File: src/rtl/tspa_pkg.sv
`timescale 1ns / 1ps

package tspa_pkg;

    localparam int SAMPLE_BITS_DEF = 16;
    localparam int NOTE_BITS_DEF   = 16;

    localparam int NUM_GROUPS    = 5;
    localparam int GROUP_BITS    = $clog2(NUM_GROUPS);
    localparam int NUM_IN        = 17;
    localparam int LANE_BITS     = $clog2(NUM_IN);
    localparam int IDX_RST_NOTE  = 15;
    localparam int IDX_RST_FLAGS = 16;
    localparam int SLOT_BITS     = 16;
    localparam int GROUP_FIELD_BITS = 3 * SLOT_BITS;

    localparam int SCALE_BITS = 5;
    localparam int RANGE_BITS = 4;
    localparam int SPAN_BITS  = SCALE_BITS + RANGE_BITS;
    localparam int PULSE_BITS = 16;
    localparam int FRAC_BITS  = 12;
    localparam int OUT_BITS   = 16;
    localparam int OUT_MAX    = 32767;
    localparam int OUT_MIN_MAG = 32768;
    localparam int WIDE_BITS  = 33;

    localparam int SCALE_MIN = 4;
    localparam int SCALE_MAX = 24;
    localparam int RANGE_MIN = 2;
    localparam int RANGE_MAX = 12;

    localparam int CFG_INDEX_BITS = 2;
    localparam int CFG_DATA_BITS  = 16;

    typedef logic [CFG_INDEX_BITS-1:0] cfg_index_t;

    localparam cfg_index_t CFG_NOTES_PER_OCTAVE = 2'd0;
    localparam cfg_index_t CFG_RANGE_HALF_VOLTS = 2'd1;
    localparam cfg_index_t CFG_EDGE_KILL        = 2'd2;
    localparam cfg_index_t CFG_PULSE_TICKS      = 2'd3;

    localparam logic [SCALE_BITS-1:0] NOTES_RESET = 5'd12;
    localparam logic [RANGE_BITS-1:0] RANGE_RESET = 4'd4;
    localparam logic [PULSE_BITS-1:0] PULSE_RESET = 16'd48;

    typedef struct packed {
        logic [GROUP_FIELD_BITS-1:0] steps1_samples;
        logic [GROUP_FIELD_BITS-1:0] steps2_samples;
        logic [GROUP_FIELD_BITS-1:0] steps5_samples;
        logic [GROUP_FIELD_BITS-1:0] steps7_samples;
        logic [GROUP_FIELD_BITS-1:0] steps12_samples;
        logic signed [SLOT_BITS-1:0] reset_note_sample;
        logic signed [SLOT_BITS-1:0] reset_flags_sample;
    } in_item_t;

    typedef struct packed {
        logic signed [OUT_BITS-1:0] pitch_volts_q12;
        logic signed [OUT_BITS-1:0] note_half_steps;
        logic                       trigger_pulse;
        logic                       edge_pulse;
    } out_item_t;

    typedef struct packed {
        logic load;
        logic shift;
        logic msb;
        logic commit;
    } rise_ctrl_t;

    typedef enum logic [3:0] {
        S_IDLE,
        S_CMP,
        S_RISE,
        S_PREP,
        S_GROUP,
        S_EDGE,
        S_DSTART,
        S_DIV,
        S_DONE
    } state_t;

    function automatic logic [3:0] interval_step(input logic [GROUP_BITS-1:0] g);
        logic [3:0] step;
        unique case (g)
            3'd0:    step = 4'd1;
            3'd1:    step = 4'd2;
            3'd2:    step = 4'd5;
            3'd3:    step = 4'd7;
            3'd4:    step = 4'd12;
            default: step = 4'd0;
        endcase
        return step;
    endfunction

endpackage

File: src/rtl/tspa_rise.sv
`timescale 1ns / 1ps

module tspa_rise #(
    parameter int SAMPLE_BITS = tspa_pkg::SAMPLE_BITS_DEF
) (
    input  logic                                         clk,
    input  logic                                         rst_n,
    input  tspa_pkg::rise_ctrl_t                         ctrl,
    input  logic [tspa_pkg::NUM_IN-1:0][SAMPLE_BITS-1:0] samples,
    output logic [tspa_pkg::NUM_IN-1:0]                  fired
);

    localparam int N = tspa_pkg::NUM_IN;

    logic [N-1:0][SAMPLE_BITS-1:0] cur_reg;
    logic [N-1:0][SAMPLE_BITS-1:0] prev_reg;
    logic [N-1:0][SAMPLE_BITS-1:0] prev_next;
    logic [N-1:0]                  gt_reg;
    logic [N-1:0]                  lt_reg;
    logic [N-1:0]                  gt_next;
    logic [N-1:0]                  lt_next;
    logic [N-1:0]                  latch_reg;
    logic [N-1:0]                  fired_reg;

    // lsb-first serial compare, old sample rotates out as the new one rotates in
    always_comb
    begin
        for (int i = 0; i < N; i++)
        begin
            prev_next[i] = {cur_reg[i][0], prev_reg[i][SAMPLE_BITS-1:1]};
            gt_next[i]   = gt_reg[i];
            lt_next[i]   = lt_reg[i];
            if (cur_reg[i][0] != prev_reg[i][0])
            begin
                gt_next[i] = ctrl.msb ? prev_reg[i][0] : cur_reg[i][0];
                lt_next[i] = ctrl.msb ? cur_reg[i][0] : prev_reg[i][0];
            end
        end
    end

    always_ff @(posedge clk)
    begin
        if (ctrl.load)
        begin
            cur_reg <= samples;
            gt_reg  <= '0;
            lt_reg  <= '0;
        end
        else if (ctrl.shift)
        begin
            for (int i = 0; i < N; i++)
            begin
                cur_reg[i] <= {1'b0, cur_reg[i][SAMPLE_BITS-1:1]};
            end
            gt_reg <= gt_next;
            lt_reg <= lt_next;
        end
    end

    always_ff @(posedge clk or negedge rst_n)
    begin
        if (!rst_n)
        begin
            prev_reg  <= '0;
            latch_reg <= '0;
            fired_reg <= '0;
        end
        else
        begin
            if (ctrl.shift)
            begin
                prev_reg <= prev_next;
            end
            if (ctrl.commit)
            begin
                fired_reg <= gt_reg & ~latch_reg;
                latch_reg <= gt_reg | (latch_reg & ~lt_reg);
            end
        end
    end

    assign fired = fired_reg;

endmodule

File: src/rtl/tspa_div.sv
`timescale 1ns / 1ps

module tspa_div #(
    parameter int WIDTH = tspa_pkg::NOTE_BITS_DEF + tspa_pkg::FRAC_BITS
) (
    input  logic                            clk,
    input  logic                            rst_n,
    input  logic                            start,
    input  logic [WIDTH-1:0]                dividend,
    input  logic [tspa_pkg::SCALE_BITS-1:0] divisor,
    output logic                            done,
    output logic [WIDTH-1:0]                quotient
);

    localparam int SB    = tspa_pkg::SCALE_BITS;
    localparam int CNT_W = $clog2(WIDTH + 1);

    logic [WIDTH-1:0] quo_reg;
    logic [SB-1:0]    rem_reg;
    logic [SB-1:0]    div_reg;
    logic [CNT_W-1:0] cnt_reg;
    logic             busy_reg;
    logic             done_reg;

    logic [SB:0]      trial;
    logic [SB:0]      diff;
    logic             ge;

    // restoring division, one quotient bit per cycle
    always_comb
    begin
        trial = {rem_reg, quo_reg[WIDTH-1]};
        diff  = trial - {1'b0, div_reg};
        ge    = trial >= {1'b0, div_reg};
    end

    always_ff @(posedge clk)
    begin
        if (start)
        begin
            quo_reg <= dividend;
            rem_reg <= '0;
            div_reg <= divisor;
        end
        else if (busy_reg)
        begin
            quo_reg <= {quo_reg[WIDTH-2:0], ge};
            rem_reg <= ge ? diff[SB-1:0] : trial[SB-1:0];
        end
    end

    always_ff @(posedge clk or negedge rst_n)
    begin
        if (!rst_n)
        begin
            cnt_reg  <= '0;
            busy_reg <= 1'b0;
            done_reg <= 1'b0;
        end
        else
        begin
            done_reg <= 1'b0;
            if (start)
            begin
                cnt_reg  <= CNT_W'(WIDTH);
                busy_reg <= 1'b1;
            end
            else if (busy_reg)
            begin
                cnt_reg <= cnt_reg - CNT_W'(1);
                if (cnt_reg == CNT_W'(1))
                begin
                    busy_reg <= 1'b0;
                    done_reg <= 1'b1;
                end
            end
        end
    end

    assign done     = done_reg;
    assign quotient = quo_reg;

endmodule

File: src/rtl/trigger_step_pitch_accumulator_unit.sv
`timescale 1ns / 1ps

// channel | direction | handshake          | payload
// --------+-----------+--------------------+---------------------------------
// in      | input     | in_valid, in_stall | in_data (17 samples in 7 fields)
// out     | output    | out_valid,out_stall| out_data (volts, note, pulses)
// cfg     | input     | cfg_write          | cfg_index, cfg_data
//
// a request passes the bit-serial rise compare over SAMPLE_BITS sample bits, then
// the group steps, then the volts divider, one quotient bit a cycle over
// NOTE_BITS + 12 bits, and leaves once the output register is free
// rst_n clears sample history, latches, pulse counters and note, sets all flags
// and returns config to its defaults
// a new request is taken only in idle; the output register holds a finished
// result under out_stall while the next request is already being worked

module trigger_step_pitch_accumulator_unit #(
    parameter int SAMPLE_BITS = tspa_pkg::SAMPLE_BITS_DEF,
    parameter int NOTE_BITS   = tspa_pkg::NOTE_BITS_DEF
) (
    input  logic                                clk,
    input  logic                                rst_n,
    input  logic                                in_valid,
    output logic                                in_stall,
    input  tspa_pkg::in_item_t                  in_data,
    output logic                                out_valid,
    input  logic                                out_stall,
    output tspa_pkg::out_item_t                 out_data,
    input  logic                                cfg_write,
    input  logic [tspa_pkg::CFG_INDEX_BITS-1:0] cfg_index,
    input  logic [tspa_pkg::CFG_DATA_BITS-1:0]  cfg_data
);

    localparam int NB    = NOTE_BITS;
    localparam int NG    = tspa_pkg::NUM_GROUPS;
    localparam int GB    = tspa_pkg::GROUP_BITS;
    localparam int DW    = NOTE_BITS + tspa_pkg::FRAC_BITS;
    localparam int BC_W  = $clog2(SAMPLE_BITS);
    localparam int SCB   = tspa_pkg::SCALE_BITS;
    localparam int RB    = tspa_pkg::RANGE_BITS;
    localparam int SPB   = tspa_pkg::SPAN_BITS;
    localparam int PB    = tspa_pkg::PULSE_BITS;
    localparam int OB    = tspa_pkg::OUT_BITS;
    localparam int WB    = tspa_pkg::WIDE_BITS;

    function automatic logic signed [NB-1:0] sat_note(input logic [NB+1:0] v);
        logic signed [NB-1:0] r;
        if (v[NB+1:NB-1] == 3'b000 || v[NB+1:NB-1] == 3'b111)
        begin
            r = v[NB-1:0];
        end
        else if (v[NB+1])
        begin
            r = {1'b1, {(NB-1){1'b0}}};
        end
        else
        begin
            r = {1'b0, {(NB-1){1'b1}}};
        end
        return r;
    endfunction

    tspa_pkg::state_t state_reg;
    tspa_pkg::state_t state_next;

    logic [SCB-1:0] notes_reg;
    logic [RB-1:0]  range_reg;
    logic           kill_reg;
    logic [PB-1:0]  pulse_reg;

    logic [SCB-1:0] scale;
    logic [RB-1:0]  rhv;
    logic [SPB-1:0] span;

    logic [NG-1:0][tspa_pkg::GROUP_FIELD_BITS-1:0]   grp_fields;
    logic [tspa_pkg::NUM_IN-1:0][SAMPLE_BITS-1:0]    samples;
    tspa_pkg::rise_ctrl_t                            rise_ctrl;
    logic [tspa_pkg::NUM_IN-1:0]                     fired;

    logic [BC_W-1:0]       bit_cnt_reg;
    logic [GB-1:0]         grp_reg;
    logic [NG-1:0]         flags_reg;
    logic signed [NB-1:0]  note_reg;
    logic                  any_reg;
    logic [PB-1:0]         trig_cnt_reg;
    logic [PB-1:0]         edge_cnt_reg;
    logic                  neg_reg;

    logic                  accept;
    logic                  cmp_last;
    logic                  out_free;
    logic                  out_load;
    logic                  out_valid_reg;
    logic                  out_valid_next;
    tspa_pkg::out_item_t   out_data_reg;
    tspa_pkg::out_item_t   out_item;

    logic [tspa_pkg::LANE_BITS-1:0] lane_base;
    logic [2:0]                     grp_fire;
    logic                           grp_flag;
    logic [3:0]                     interval;
    logic signed [2:0]              alt;
    logic signed [2:0]              mult;
    logic signed [7:0]              delta;
    logic [NB+1:0]                  grp_sum;

    logic signed [NB+1:0] note4;
    logic signed [NB+1:0] span_ext;
    logic [NB+1:0]        half_ext;
    logic [NB+1:0]        note_ext;
    logic [NB+1:0]        wrap_sum;
    logic                 above;
    logic                 below;
    logic                 edge_hit;
    logic signed [NB-1:0] note_edge;
    logic [PB-1:0]        trig_load;
    logic [PB-1:0]        edge_load;
    logic [PB-1:0]        trig_after;
    logic [PB-1:0]        edge_after;

    logic                  div_start;
    logic                  div_done;
    logic [NB-1:0]         note_mag;
    logic [DW-1:0]         div_dividend;
    logic [DW-1:0]         div_quo;
    logic signed [OB-1:0]  pitch;
    logic signed [WB-1:0]  note_wide;
    logic signed [OB-1:0]  note_out;

    // clamped configuration
    always_comb
    begin
        if (notes_reg < SCB'(tspa_pkg::SCALE_MIN))
        begin
            scale = SCB'(tspa_pkg::SCALE_MIN);
        end
        else if (notes_reg > SCB'(tspa_pkg::SCALE_MAX))
        begin
            scale = SCB'(tspa_pkg::SCALE_MAX);
        end
        else
        begin
            scale = notes_reg;
        end
        if (range_reg < RB'(tspa_pkg::RANGE_MIN))
        begin
            rhv = RB'(tspa_pkg::RANGE_MIN);
        end
        else if (range_reg > RB'(tspa_pkg::RANGE_MAX))
        begin
            rhv = RB'(tspa_pkg::RANGE_MAX);
        end
        else
        begin
            rhv = range_reg;
        end
        span = {{SCB{1'b0}}, rhv} * {{RB{1'b0}}, scale};
    end

    always_ff @(posedge clk or negedge rst_n)
    begin
        if (!rst_n)
        begin
            notes_reg <= tspa_pkg::NOTES_RESET;
            range_reg <= tspa_pkg::RANGE_RESET;
            kill_reg  <= 1'b0;
            pulse_reg <= tspa_pkg::PULSE_RESET;
        end
        else if (cfg_write)
        begin
            unique case (cfg_index)
                tspa_pkg::CFG_NOTES_PER_OCTAVE: notes_reg <= cfg_data[SCB-1:0];
                tspa_pkg::CFG_RANGE_HALF_VOLTS: range_reg <= cfg_data[RB-1:0];
                tspa_pkg::CFG_EDGE_KILL:        kill_reg  <= cfg_data[0];
                tspa_pkg::CFG_PULSE_TICKS:      pulse_reg <= cfg_data[PB-1:0];
            endcase
        end
    end

    // sample lanes: three per group, then note reset and flag reset
    assign grp_fields = {in_data.steps12_samples, in_data.steps7_samples,
                         in_data.steps5_samples, in_data.steps2_samples,
                         in_data.steps1_samples};

    for (genvar g = 0; g < NG; g++)
    begin : g_grp
        for (genvar k = 0; k < 3; k++)
        begin : g_lane
            assign samples[g*3+k] = grp_fields[g][tspa_pkg::SLOT_BITS*k +: SAMPLE_BITS];
        end
    end
    assign samples[tspa_pkg::IDX_RST_NOTE]  = in_data.reset_note_sample[SAMPLE_BITS-1:0];
    assign samples[tspa_pkg::IDX_RST_FLAGS] = in_data.reset_flags_sample[SAMPLE_BITS-1:0];

    tspa_rise #(
        .SAMPLE_BITS(SAMPLE_BITS)
    ) u_rise (
        .clk    (clk),
        .rst_n  (rst_n),
        .ctrl   (rise_ctrl),
        .samples(samples),
        .fired  (fired)
    );

    // one interval group per cycle
    always_comb
    begin
        lane_base = tspa_pkg::LANE_BITS'(grp_reg) * tspa_pkg::LANE_BITS'(3);
        grp_fire  = fired[lane_base +: 3];
        grp_flag  = flags_reg[grp_reg];
        interval  = tspa_pkg::interval_step(grp_reg);
        if (!grp_fire[2])
        begin
            alt = 3'sd0;
        end
        else if (grp_flag)
        begin
            alt = 3'sd1;
        end
        else
        begin
            alt = -3'sd1;
        end
        mult    = $signed({2'b00, grp_fire[0]}) - $signed({2'b00, grp_fire[1]}) + alt;
        delta   = $signed({{5{mult[2]}}, mult}) * $signed({4'b0000, interval});
        grp_sum = {{2{note_reg[NB-1]}}, note_reg} + {{(NB-6){delta[7]}}, delta};
    end

    // window edge and pulse counters
    always_comb
    begin
        note4    = $signed({note_reg, 2'b00});
        span_ext = $signed({{(NB+2-SPB){1'b0}}, span});
        above    = note4 > span_ext;
        below    = note4 < -span_ext;
        edge_hit = above || below;
        half_ext = {{(NB+3-SPB){1'b0}}, span[SPB-1:1]};
        note_ext = {{2{note_reg[NB-1]}}, note_reg};
        wrap_sum = above ? (note_ext - half_ext) : (note_ext + half_ext);
        if (!edge_hit)
        begin
            note_edge = note_reg;
        end
        else if (kill_reg)
        begin
            note_edge = '0;
        end
        else
        begin
            note_edge = sat_note(wrap_sum);
        end
        trig_load  = any_reg ? pulse_reg : trig_cnt_reg;
        edge_load  = edge_hit ? pulse_reg : edge_cnt_reg;
        trig_after = (trig_load != '0) ? (trig_load - PB'(1)) : '0;
        edge_after = (edge_load != '0) ? (edge_load - PB'(1)) : '0;
    end

    // volts: |note| * 4096 + scale/2, divided by scale
    always_comb
    begin
        note_mag     = note_reg[NB-1] ? (~note_reg + NB'(1)) : note_reg;
        div_dividend = {note_mag, {tspa_pkg::FRAC_BITS{1'b0}}} + DW'(scale[SCB-1:1]);
    end

    tspa_div #(
        .WIDTH(DW)
    ) u_div (
        .clk     (clk),
        .rst_n   (rst_n),
        .start   (div_start),
        .dividend(div_dividend),
        .divisor (scale),
        .done    (div_done),
        .quotient(div_quo)
    );

    always_comb
    begin
        if (!neg_reg)
        begin
            pitch = (div_quo > DW'(tspa_pkg::OUT_MAX)) ? {1'b0, {(OB-1){1'b1}}}
                                                        : $signed(div_quo[OB-1:0]);
        end
        else
        begin
            pitch = (div_quo > DW'(tspa_pkg::OUT_MIN_MAG)) ? {1'b1, {(OB-1){1'b0}}}
                                                            : $signed(~div_quo[OB-1:0]
                                                                      + OB'(1));
        end
        note_wide = WB'(note_reg);
        if (note_wide > WB'(tspa_pkg::OUT_MAX))
        begin
            note_out = {1'b0, {(OB-1){1'b1}}};
        end
        else if (note_wide < -WB'(tspa_pkg::OUT_MIN_MAG))
        begin
            note_out = {1'b1, {(OB-1){1'b0}}};
        end
        else
        begin
            note_out = note_wide[OB-1:0];
        end
        out_item.pitch_volts_q12 = pitch;
        out_item.note_half_steps = note_out;
        out_item.trigger_pulse   = trig_cnt_reg != '0;
        out_item.edge_pulse      = edge_cnt_reg != '0;
    end

    assign cmp_last = bit_cnt_reg == BC_W'(SAMPLE_BITS - 1);
    assign out_free = !out_valid_reg || !out_stall;

    // next state
    always_comb
    begin
        state_next = state_reg;
        unique case (state_reg)
            tspa_pkg::S_IDLE:   if (in_valid) state_next = tspa_pkg::S_CMP;
            tspa_pkg::S_CMP:    if (cmp_last) state_next = tspa_pkg::S_RISE;
            tspa_pkg::S_RISE:   state_next = tspa_pkg::S_PREP;
            tspa_pkg::S_PREP:   state_next = tspa_pkg::S_GROUP;
            tspa_pkg::S_GROUP:  if (grp_reg == GB'(NG - 1)) state_next = tspa_pkg::S_EDGE;
            tspa_pkg::S_EDGE:   state_next = tspa_pkg::S_DSTART;
            tspa_pkg::S_DSTART: state_next = tspa_pkg::S_DIV;
            tspa_pkg::S_DIV:    if (div_done) state_next = tspa_pkg::S_DONE;
            tspa_pkg::S_DONE:   if (out_free) state_next = tspa_pkg::S_IDLE;
            default:            state_next = tspa_pkg::S_IDLE;
        endcase
    end

    // state outputs
    always_comb
    begin
        in_stall         = state_reg != tspa_pkg::S_IDLE;
        accept           = (state_reg == tspa_pkg::S_IDLE) && in_valid;
        rise_ctrl.load   = accept;
        rise_ctrl.shift  = state_reg == tspa_pkg::S_CMP;
        rise_ctrl.msb    = (state_reg == tspa_pkg::S_CMP) && cmp_last;
        rise_ctrl.commit = state_reg == tspa_pkg::S_RISE;
        div_start        = state_reg == tspa_pkg::S_DSTART;
        out_load         = (state_reg == tspa_pkg::S_DONE) && out_free;
    end

    always_comb
    begin
        if (out_load)
        begin
            out_valid_next = 1'b1;
        end
        else if (!out_stall)
        begin
            out_valid_next = 1'b0;
        end
        else
        begin
            out_valid_next = out_valid_reg;
        end
    end

    always_ff @(posedge clk or negedge rst_n)
    begin
        if (!rst_n)
        begin
            state_reg     <= tspa_pkg::S_IDLE;
            out_valid_reg <= 1'b0;
            bit_cnt_reg   <= '0;
            grp_reg       <= '0;
            flags_reg     <= '1;
            note_reg      <= '0;
            any_reg       <= 1'b0;
            trig_cnt_reg  <= '0;
            edge_cnt_reg  <= '0;
            neg_reg       <= 1'b0;
        end
        else
        begin
            state_reg     <= state_next;
            out_valid_reg <= out_valid_next;
            unique case (state_reg)
                tspa_pkg::S_IDLE:
                begin
                    bit_cnt_reg <= '0;
                end
                tspa_pkg::S_CMP:
                begin
                    bit_cnt_reg <= bit_cnt_reg + BC_W'(1);
                end
                tspa_pkg::S_PREP:
                begin
                    grp_reg <= '0;
                    any_reg <= 1'b0;
                    if (fired[tspa_pkg::IDX_RST_FLAGS])
                    begin
                        flags_reg <= '1;
                    end
                    if (fired[tspa_pkg::IDX_RST_NOTE])
                    begin
                        note_reg <= '0;
                    end
                end
                tspa_pkg::S_GROUP:
                begin
                    grp_reg  <= grp_reg + GB'(1);
                    note_reg <= sat_note(grp_sum);
                    any_reg  <= any_reg || (grp_fire != 3'b000);
                    if (grp_fire[2])
                    begin
                        flags_reg[grp_reg] <= !grp_flag;
                    end
                end
                tspa_pkg::S_EDGE:
                begin
                    note_reg     <= note_edge;
                    trig_cnt_reg <= trig_after;
                    edge_cnt_reg <= edge_after;
                end
                tspa_pkg::S_DSTART:
                begin
                    neg_reg <= note_reg[NB-1];
                end
                default:
                begin
                end
            endcase
        end
    end

    always_ff @(posedge clk)
    begin
        if (out_load)
        begin
            out_data_reg <= out_item;
        end
    end

    assign out_valid = out_valid_reg;
    assign out_data  = out_data_reg;

    a_out_from_done: assert property (@(posedge clk) disable iff (!rst_n)
        $rose(out_valid_reg) |-> $past(state_reg == tspa_pkg::S_DONE))
        else $error("result appeared outside the done step");

    a_div_in_div: assert property (@(posedge clk) disable iff (!rst_n)
        div_done |-> state_reg == tspa_pkg::S_DIV)
        else $error("divider finished outside the divide step");

    a_kill_in_window: assert property (@(posedge clk) disable iff (!rst_n)
        (state_reg == tspa_pkg::S_DSTART) && kill_reg && $past(kill_reg)
            && $stable(range_reg) && $stable(notes_reg)
        |-> (note4 <= span_ext) && (note4 >= -span_ext))
        else $error("note left the window with edge kill set");

endmodule

File: config.mk
export PLATFORM = sky130hd
export DESIGN_NAME = trigger_step_pitch_accumulator_unit
export DESIGN_NICKNAME = d
export VERILOG_FILES = /design/src/rtl/tspa_pkg.sv /design/src/rtl/tspa_rise.sv /design/src/rtl/tspa_div.sv /design/src/rtl/trigger_step_pitch_accumulator_unit.sv
export SDC_FILE = /design/constraint.sdc
export NUM_CORES = 2
export LEC_CHECK = 0
export BUFFER_PORTS_ARGS = -buffer_cell sky130_fd_sc_hd__buf_2
export CELL_PAD_IN_SITES_DETAIL_PLACEMENT = 0
export CELL_PAD_IN_SITES_GLOBAL_PLACEMENT = 2
export CORE_MARGIN = 4
export CORE_UTILIZATION = 43
export DETAILED_ROUTE_END_ITERATION = 12
export PLACE_DENSITY = 0.93
export RECOVER_POWER = 100
export SYNTH_ARGS = -nofsm -noshare
export SYNTH_HDL_FRONTEND = slang
export SYNTH_SLANG_ARGS = --single-unit
File: constraint.sdc
create_clock -name clk -period 19.8 [get_ports clk]
set_input_delay 0 -clock clk [delete_from_list [all_inputs] [get_ports clk]]
set_output_delay 0 -clock clk [all_outputs]
set_load 0.005 [all_outputs]
# Yosys cells after proc, flatten, opt, wreduce, memory -nomap -nowiden

Cells that the tools add are included.

Flip-flop bits (word level): 784
Bits in latches: 0
Bits in writable memories: 0
Bits in read-only memories: 0
Memories: 0

$add $sub $neg: 15
Multiply operators: 3
Divide/modulo/power cells: 0
Order comparisons: 13
Eq/ne operators: 46
Shift-type cells: 1
Multiplexer cells: 91
Bitwise gates (word level): 7
Reduce and logical (&&, ||, !) cells: 52

Operators by type and width:

| kind                                                                   | count |
|---|---|
| 272-bit 2-to-1 mux                                                     | 2 |
| 16-bit 2-to-1 mux                                                      | 16 |
| 16-bit nonzero test                                                    | 4 |
| 28-bit 2-to-1 mux                                                      | 2 |
| 16-bit one-hot mux with 3 select lines                                 | 1 |
| 1-bit 2-to-1 mux                                                       | 44 |
| 2-bit AND reduction                                                    | 21 |
| 4-bit one-hot mux with 9 select lines                                  | 1 |
| 5-bit 2-to-1 mux                                                       | 7 |
| 17-bit AND                                                             | 2 |
| 17-bit NOT                                                             | 2 |
| 16-bit NOT                                                             | 2 |
| 16-bit by 1-bit subtractor with 16-bit output, second input constant   | 2 |
| 28-bit by 4-bit adder with 28-bit output                               | 1 |
| 28-bit by 15-bit > comparator with 1-bit output, second input constant | 1 |
| 28-bit by 16-bit > comparator with 1-bit output, second input constant | 1 |
| 4-bit 2-to-1 mux                                                       | 7 |
| 4-bit one-hot mux with 5 select lines                                  | 1 |
| 18-bit by 10-bit > comparator with 1-bit output                        | 1 |
| 18-bit < comparator                                                    | 1 |
| 18-bit 2-to-1 mux                                                      | 1 |
| 9-bit negation with 18-bit output                                      | 1 |
| 16-bit by 8-bit adder with 17-bit output                               | 1 |
| 16-bit by 9-bit adder with 17-bit output                               | 1 |
| 55 further kinds                                                       | 105 |

# Logic depth before layout (Yosys ltp)

Depth after elaboration: 12
Depth in mapped cells: 37

# By module

From an unflattened synthesis, not the netlist that was laid out.

Cell total of the unflattened synthesis: 3005
Area total of the unflattened synthesis: 38836.0 um2

Modules (own cells, without submodules):

| module                              | instances | cells an instance | area each (um2) | seq. area each (um2) |
|---|---|---|---|---|
| tspa_rise                           | 1         | 1502              | 24943.9         | 16505.8 |
| trigger_step_pitch_accumulator_unit | 1         | 1351              | 11793.8         | 3360.7 |
| tspa_div                            | 1         | 152               | 2098.3          | 1266.2 |

# Worst setup path before layout

No wires, ideal clock.

Path type: register to register
Start point: register notes_reg[3]
End point: register note_reg[2]
Setup time: 145 ps
Data arrival time: 7903 ps
Data required time: 19655 ps
Slack: 11752 ps
Stages on the path, launching flop included: 36
Period minus slack after synthesis: 8048 ps
Cell sequence: dfstp_2 -> clkbuf_1 -> or3_1 -> nand3_1 -> inv_1 -> nand2_1 -> fa_1 -> inv_1 -> fa_1 -> inv_1 -> fa_1 -> nor2b_1 -> o22a_1 -> xor2_1 -> inv_1 -> ha_1 -> nand3_1 -> or2_2 -> o311a_1 -> o31ai_1 -> buf_6 -> nand2_1 -> mux2_2 -> ha_1 -> a21o_1 -> a21oi_1 -> o21ai_0 -> nand2_1 -> o311ai_0 -> a31oi_1 -> o31a_2 -> and3_1 -> buf_6 -> buf_6 -> nor3_2 -> o221ai_1

Cells in the longest elaborated chain, start to end: 12
Elaborated cells on any way between the ends: 22

RTL lines:

| element                                                                                   | RTL line                                   | RTL |
|---|---|---|
| from (decl)                                                                               | trigger_step_pitch_accumulator_unit.sv:66  | `logic [SCB-1:0] notes_reg;` |
| from (signal assigned)                                                                    | trigger_step_pitch_accumulator_unit.sv:164 | `notes_reg <= tspa_pkg::NOTES_RESET;` |
| from (signal assigned)                                                                    | trigger_step_pitch_accumulator_unit.sv:172 | `tspa_pkg::CFG_NOTES_PER_OCTAVE: notes_reg <= cfg_data[SCB-1:0];` |
| 5-bit > comparator                                                                        | trigger_step_pitch_accumulator_unit.sv:137 | `else if (notes_reg > SCB'(tspa_pkg::SCALE_MAX))` |
| 5-bit 2-to-1 mux                                                                          | trigger_step_pitch_accumulator_unit.sv:137 |  |
| 5-bit 2-to-1 mux (*)                                                                      | trigger_step_pitch_accumulator_unit.sv:133 | `if (notes_reg < SCB'(tspa_pkg::SCALE_MIN))` |
| named net scale[0]                                                                        | trigger_step_pitch_accumulator_unit.sv:71  | `logic [SCB-1:0] scale;` |
| 4-bit by 5-bit multiplier with 9-bit output (*)                                           | trigger_step_pitch_accumulator_unit.sv:157 | `span = {{SCB{1'b0}}, rhv} * {{RB{1'b0}}, scale};` |
| parallel branches: the longest is 8 deep, another holds 9-bit negation with 18-bit output | --                                         |  |
| to (signal assigned)                                                                      | trigger_step_pitch_accumulator_unit.sv:403 | `note_reg <= sat_note(grp_sum);` |
| to (signal assigned)                                                                      | trigger_step_pitch_accumulator_unit.sv:412 | `note_reg <= note_edge;` |
| to (decl)                                                                                 | trigger_step_pitch_accumulator_unit.sv:83  | `logic signed [NB-1:0] note_reg;` |

Mark *: on every way through the listed nets, which the timed path passes. The select of a mux whose other input is x is not followed.
A chain may end at the register's enable or synchronous reset.

# Worst setup path after layout

Start point: register state_reg[3]
End point: register u_rise.cur_reg[160] in the netlist's numbering (enable)

Cells in the longest elaborated chain, start to end: 3
Elaborated cells on any way between the ends: 4

RTL lines:

| element                                 | RTL line                                   | RTL |
|---|---|---|
| from (decl)                             | trigger_step_pitch_accumulator_unit.sv:63  | `tspa_pkg::state_t state_reg;` |
| from (signal assigned)                  | trigger_step_pitch_accumulator_unit.sv:363 | `state_reg <= tspa_pkg::S_IDLE;` |
| from (signal assigned)                  | trigger_step_pitch_accumulator_unit.sv:376 | `state_reg <= state_next;` |
| 4-bit zero test                         | trigger_step_pitch_accumulator_unit.sv:334 | `accept = (state_reg == tspa_pkg::S_IDLE) && in_valid;` |
| 1-bit logical AND                       | trigger_step_pitch_accumulator_unit.sv:334 |  |
| 2-bit nonzero test (no source line) (*) | --                                         |  |
| to (signal assigned)                    | tspa_rise.sv:45                            | `cur_reg <= samples;` |
| to (signal, indexed assignment)         | tspa_rise.sv:53                            | `cur_reg[i] <= {1'b0, cur_reg[i][SAMPLE_BITS-1:1]};` |
| to (decl)                               | tspa_rise.sv:15                            | `logic [N-1:0][SAMPLE_BITS-1:0] cur_reg;` |

Every way passes the cells marked *; elsewhere a longest branch is shown, timed or not.

==> run_results.csv <==
group,metric,value,unit
sta,drv_slew,1635,
clocking,cts_tree,"done",
worst_setup_path,cp.required,20.00,ns
worst_setup_path,worstPathCellList,"nor2_1, and3_1, or2_0, clkbuf_1, clkbuf_1",
grt,met2_usage,0.322,
drt,drt-total-wl,89800,um
sta,final-hold-violation-count,0,
clocking,cts-buffers-inserted,88,
yosys,synth_edf_count,339,
finish,syn_to_final_growth,22.5,%
finish,largest_reg_flops,272,
grt,met1_usage,0.252,
run_status,status,"finished with violations",
sta,fmax,79.6,MHz
clocking,post_cts_buffers,0,
clocking,cts_max_level,3,
yosys,synth_ff_type,"dfrtp_1",
grt,top_usage_layer,"met2",
finish,drive_gt1_frac,0.182,
drt,wl_per_cell,16.8,um
clocking,clockBufferDepth,3,
die,rows,108,
worst_setup_path,reg2reg_setup_slack,7.24,ns
yosys,syn_inst,3531,
worst_setup_path,cp-start-kind,"flop",
clocking,cts_resized,0,
yosys,yosysSeqAreaShare,0.560,
drt,ant_nets,0,
grt,grt_use_total,0.191,
yosys,yosys_warnings,0,
drt,vias_per_cell,5.16,
yosys,synth_area,37700,um^2
yosys,yosysUniqueCellTypes,91,
worst_setup_path,critPathKind,"reg2reg",
clocking,clock_sinks,784,
clocking,clock_latency,0.66,ns
placement,port_buffers,330,
worst_setup_path,crit_buf_inv,2,
worst_setup_path,cp.arrival,12.76,ns
grt,grt_start_max_net_pins,157,
finish,nets,4528,
placement,hpwlAfterDp,54800,um
drt,vias,27500,
yosys,synth_nets,3957,
worst_setup_path,path_delay_family,"simple AND/OR/NAND/NOR gates",
yosys,avgSynthCellArea,10.7,um^2
grt,first_global_vias,27700,
sta,setup_tns,0,ns
finish,final_cell_mix,"1018 x nand2_1, 396 x dfrtp_1, 339 x edfxtp_1",
run_status,violations,"capacitance limit, slew limit",
sta,finalClockSkew,0.0627,ns
sta,slew_headroom,-4.15,
run,cap_violations,22,
die,die_w,304,um
worst_setup_path,cp_max_fo,79,
drt,drt_iter0_markers,2120,
die,die_y,304,um
clocking,hold_buffers,298,
yosys,synth_seq_cells,784,
grt,grt_pass1_wl,148000,um
worst_setup_path,end_kind,"flop",
sta,tightest_slew,7.73,ns
worst_setup_path,crit_top_cell,"clkbuf_1",
worst_setup_path,max_stage_delay,3.18,ns
die,ioPinCount,331,
placement,gp_routability_congestion,0.823,
sta,period_share,0.635,
pwr,power_density,102,nW/um^2
sta,rsz0062_at_grt,"false",
pwr,cellLeakagePower,0.0177,uW
clocking,cts_root_buf,"clkbuf_16",
worst_setup_path,slowest_stage,"or2_0",
sta,fin_crit,12.56,ns
yosys,postSynth.asyncResetShare,0.518,
drt,dr.pass1.iters,6,
die,fp.dieArea,92500,um^2
drt,route.detailed.drc,0,
sta,report.final.setup_viol,0,
clocking,clk_pin_slew,0.06,ns
finish,final_common_cell,"nand2_1",
die,floorplan.initialDensity,0.434,
grt,grt_antenna_before_repair,4,
finish,final_util,0.532,
pwr,vdd_ir_drop_max,0.115,mV
min_path,hold_path_class,"in2reg",
grt,grt.overflow.total,0,
die,core-area,86900,um^2
grt,met3_usage,0.0389,
Yosys cell counts, drive strengths merged (15+ instances only):
cell / instances / area share
xor2: 34 / 0.0079
dfrtp: 396 / 0.26
inv: 88 / 0.0088
xnor2: 45 / 0.010
nor2b: 33 / 0.0055
nand3: 39 / 0.0052
nand2: 1018 / 0.10
o311ai: 17 / 0.0039
dfxtp: 39 / 0.021
ha: 113 / 0.037
edfxtp: 339 / 0.27
o21ai: 173 / 0.023
nor3: 62 / 0.0090
nor4: 17 / 0.0028
fa: 18 / 0.0096
a222oi: 34 / 0.0090
buf: 22 / 0.0033
a22o: 34 / 0.0079
a21oi: 67 / 0.0092
a31oi: 15 / 0.0025
or3: 20 / 0.0034
mux2i: 33 / 0.0088
clkbuf: 158 / 0.016
nand2b: 31 / 0.0051
or2: 16 / 0.0027
mux2: 282 / 0.084
nor2: 159 / 0.016
and2: 41 / 0.0069
report_power, final:
part / leakage [uW] / internal (uW) / switching (uW)
clock: 0.00145 / 963 / 691
sequential: 0.00664 / 1750 / 75.2
combinational: 0.00964 / 514 / 707
per-stage QoR:
stage / cell area (um^2) / hold WS (ns) / power (uW) / setup WS [ns] / cells
after floorplan: 37700 / -0.296 / 2760 / 11.75 / 3531
after global placement: 40500 / 0.169 / 3030 / 10.86 / 4869
after detailed placement: 40500 / 0.172 / 3040 / 10.75 / 4869
after CTS: 46400 / 0.00105 / 4760 / 10.66 / 5332
after global routing: 46200 / 0.0962 / 4980 / 6.15 / 5335
final: 46200 / 0.0596 / 4700 / 7.24 / 5335
layer usage:
layer	share of wire	up-vias
met4	0.027	0
met5	0	-
met2	0.48	657
met1	0.44	13300
li1	-	13400
met3	0.052	149
worst paths after layout:
path,start,cells past startpoint,endpoint
max in group asynchronous,rst_n,4,u_rise.prev_next[106]
max,state_reg[3],5,u_rise.cur_reg[160]
max reg2reg,state_reg[3],5,u_rise.cur_reg[160]
min in group asynchronous,rst_n,2,u_rise.prev_next[59]
min,in_valid,5,state_reg[0]
min reg2reg,u_rise.prev_next[108],2,u_rise.prev_next[107]
cell type report:
type	instances	area, um^2
flip-flops and latches	784	21100
clock inverters	44	500
inverters	89	334
repair buffers	661	4770
diodes	3	7.51
fillers	7519	40700
multi-input cells	2478	15600
clock buffers	121	2470
well taps	1155	1450
worst reg2reg max path: stages (launching register included):
cell      delay [ns]
dfrtp_1         0.57
nor2_1          0.41
and3_1          2.40
or2_0           3.21
clkbuf_1        3.18
clkbuf_1        2.28
cell families (layout without fill, tap and decap cells):
group / count (synthesis) / count (layout) / share of synthesized area
AOI/OAI and AO/OA: 456 / 456 / 0.0817
other: 0 / 3 / 0
muxes: 319 / 319 / 0.0953
xor gates and xnor gates: 79 / 79 / 0.0183
DFF: 784 / 784 / 0.560
buffers and inverters: 269 / 915 / 0.0279
and+or+nand+nor: 1490 / 1490 / 0.169
adders and majority gates: 134 / 134 / 0.0478
No activity file was read; power rests on OpenSTA's default activity.
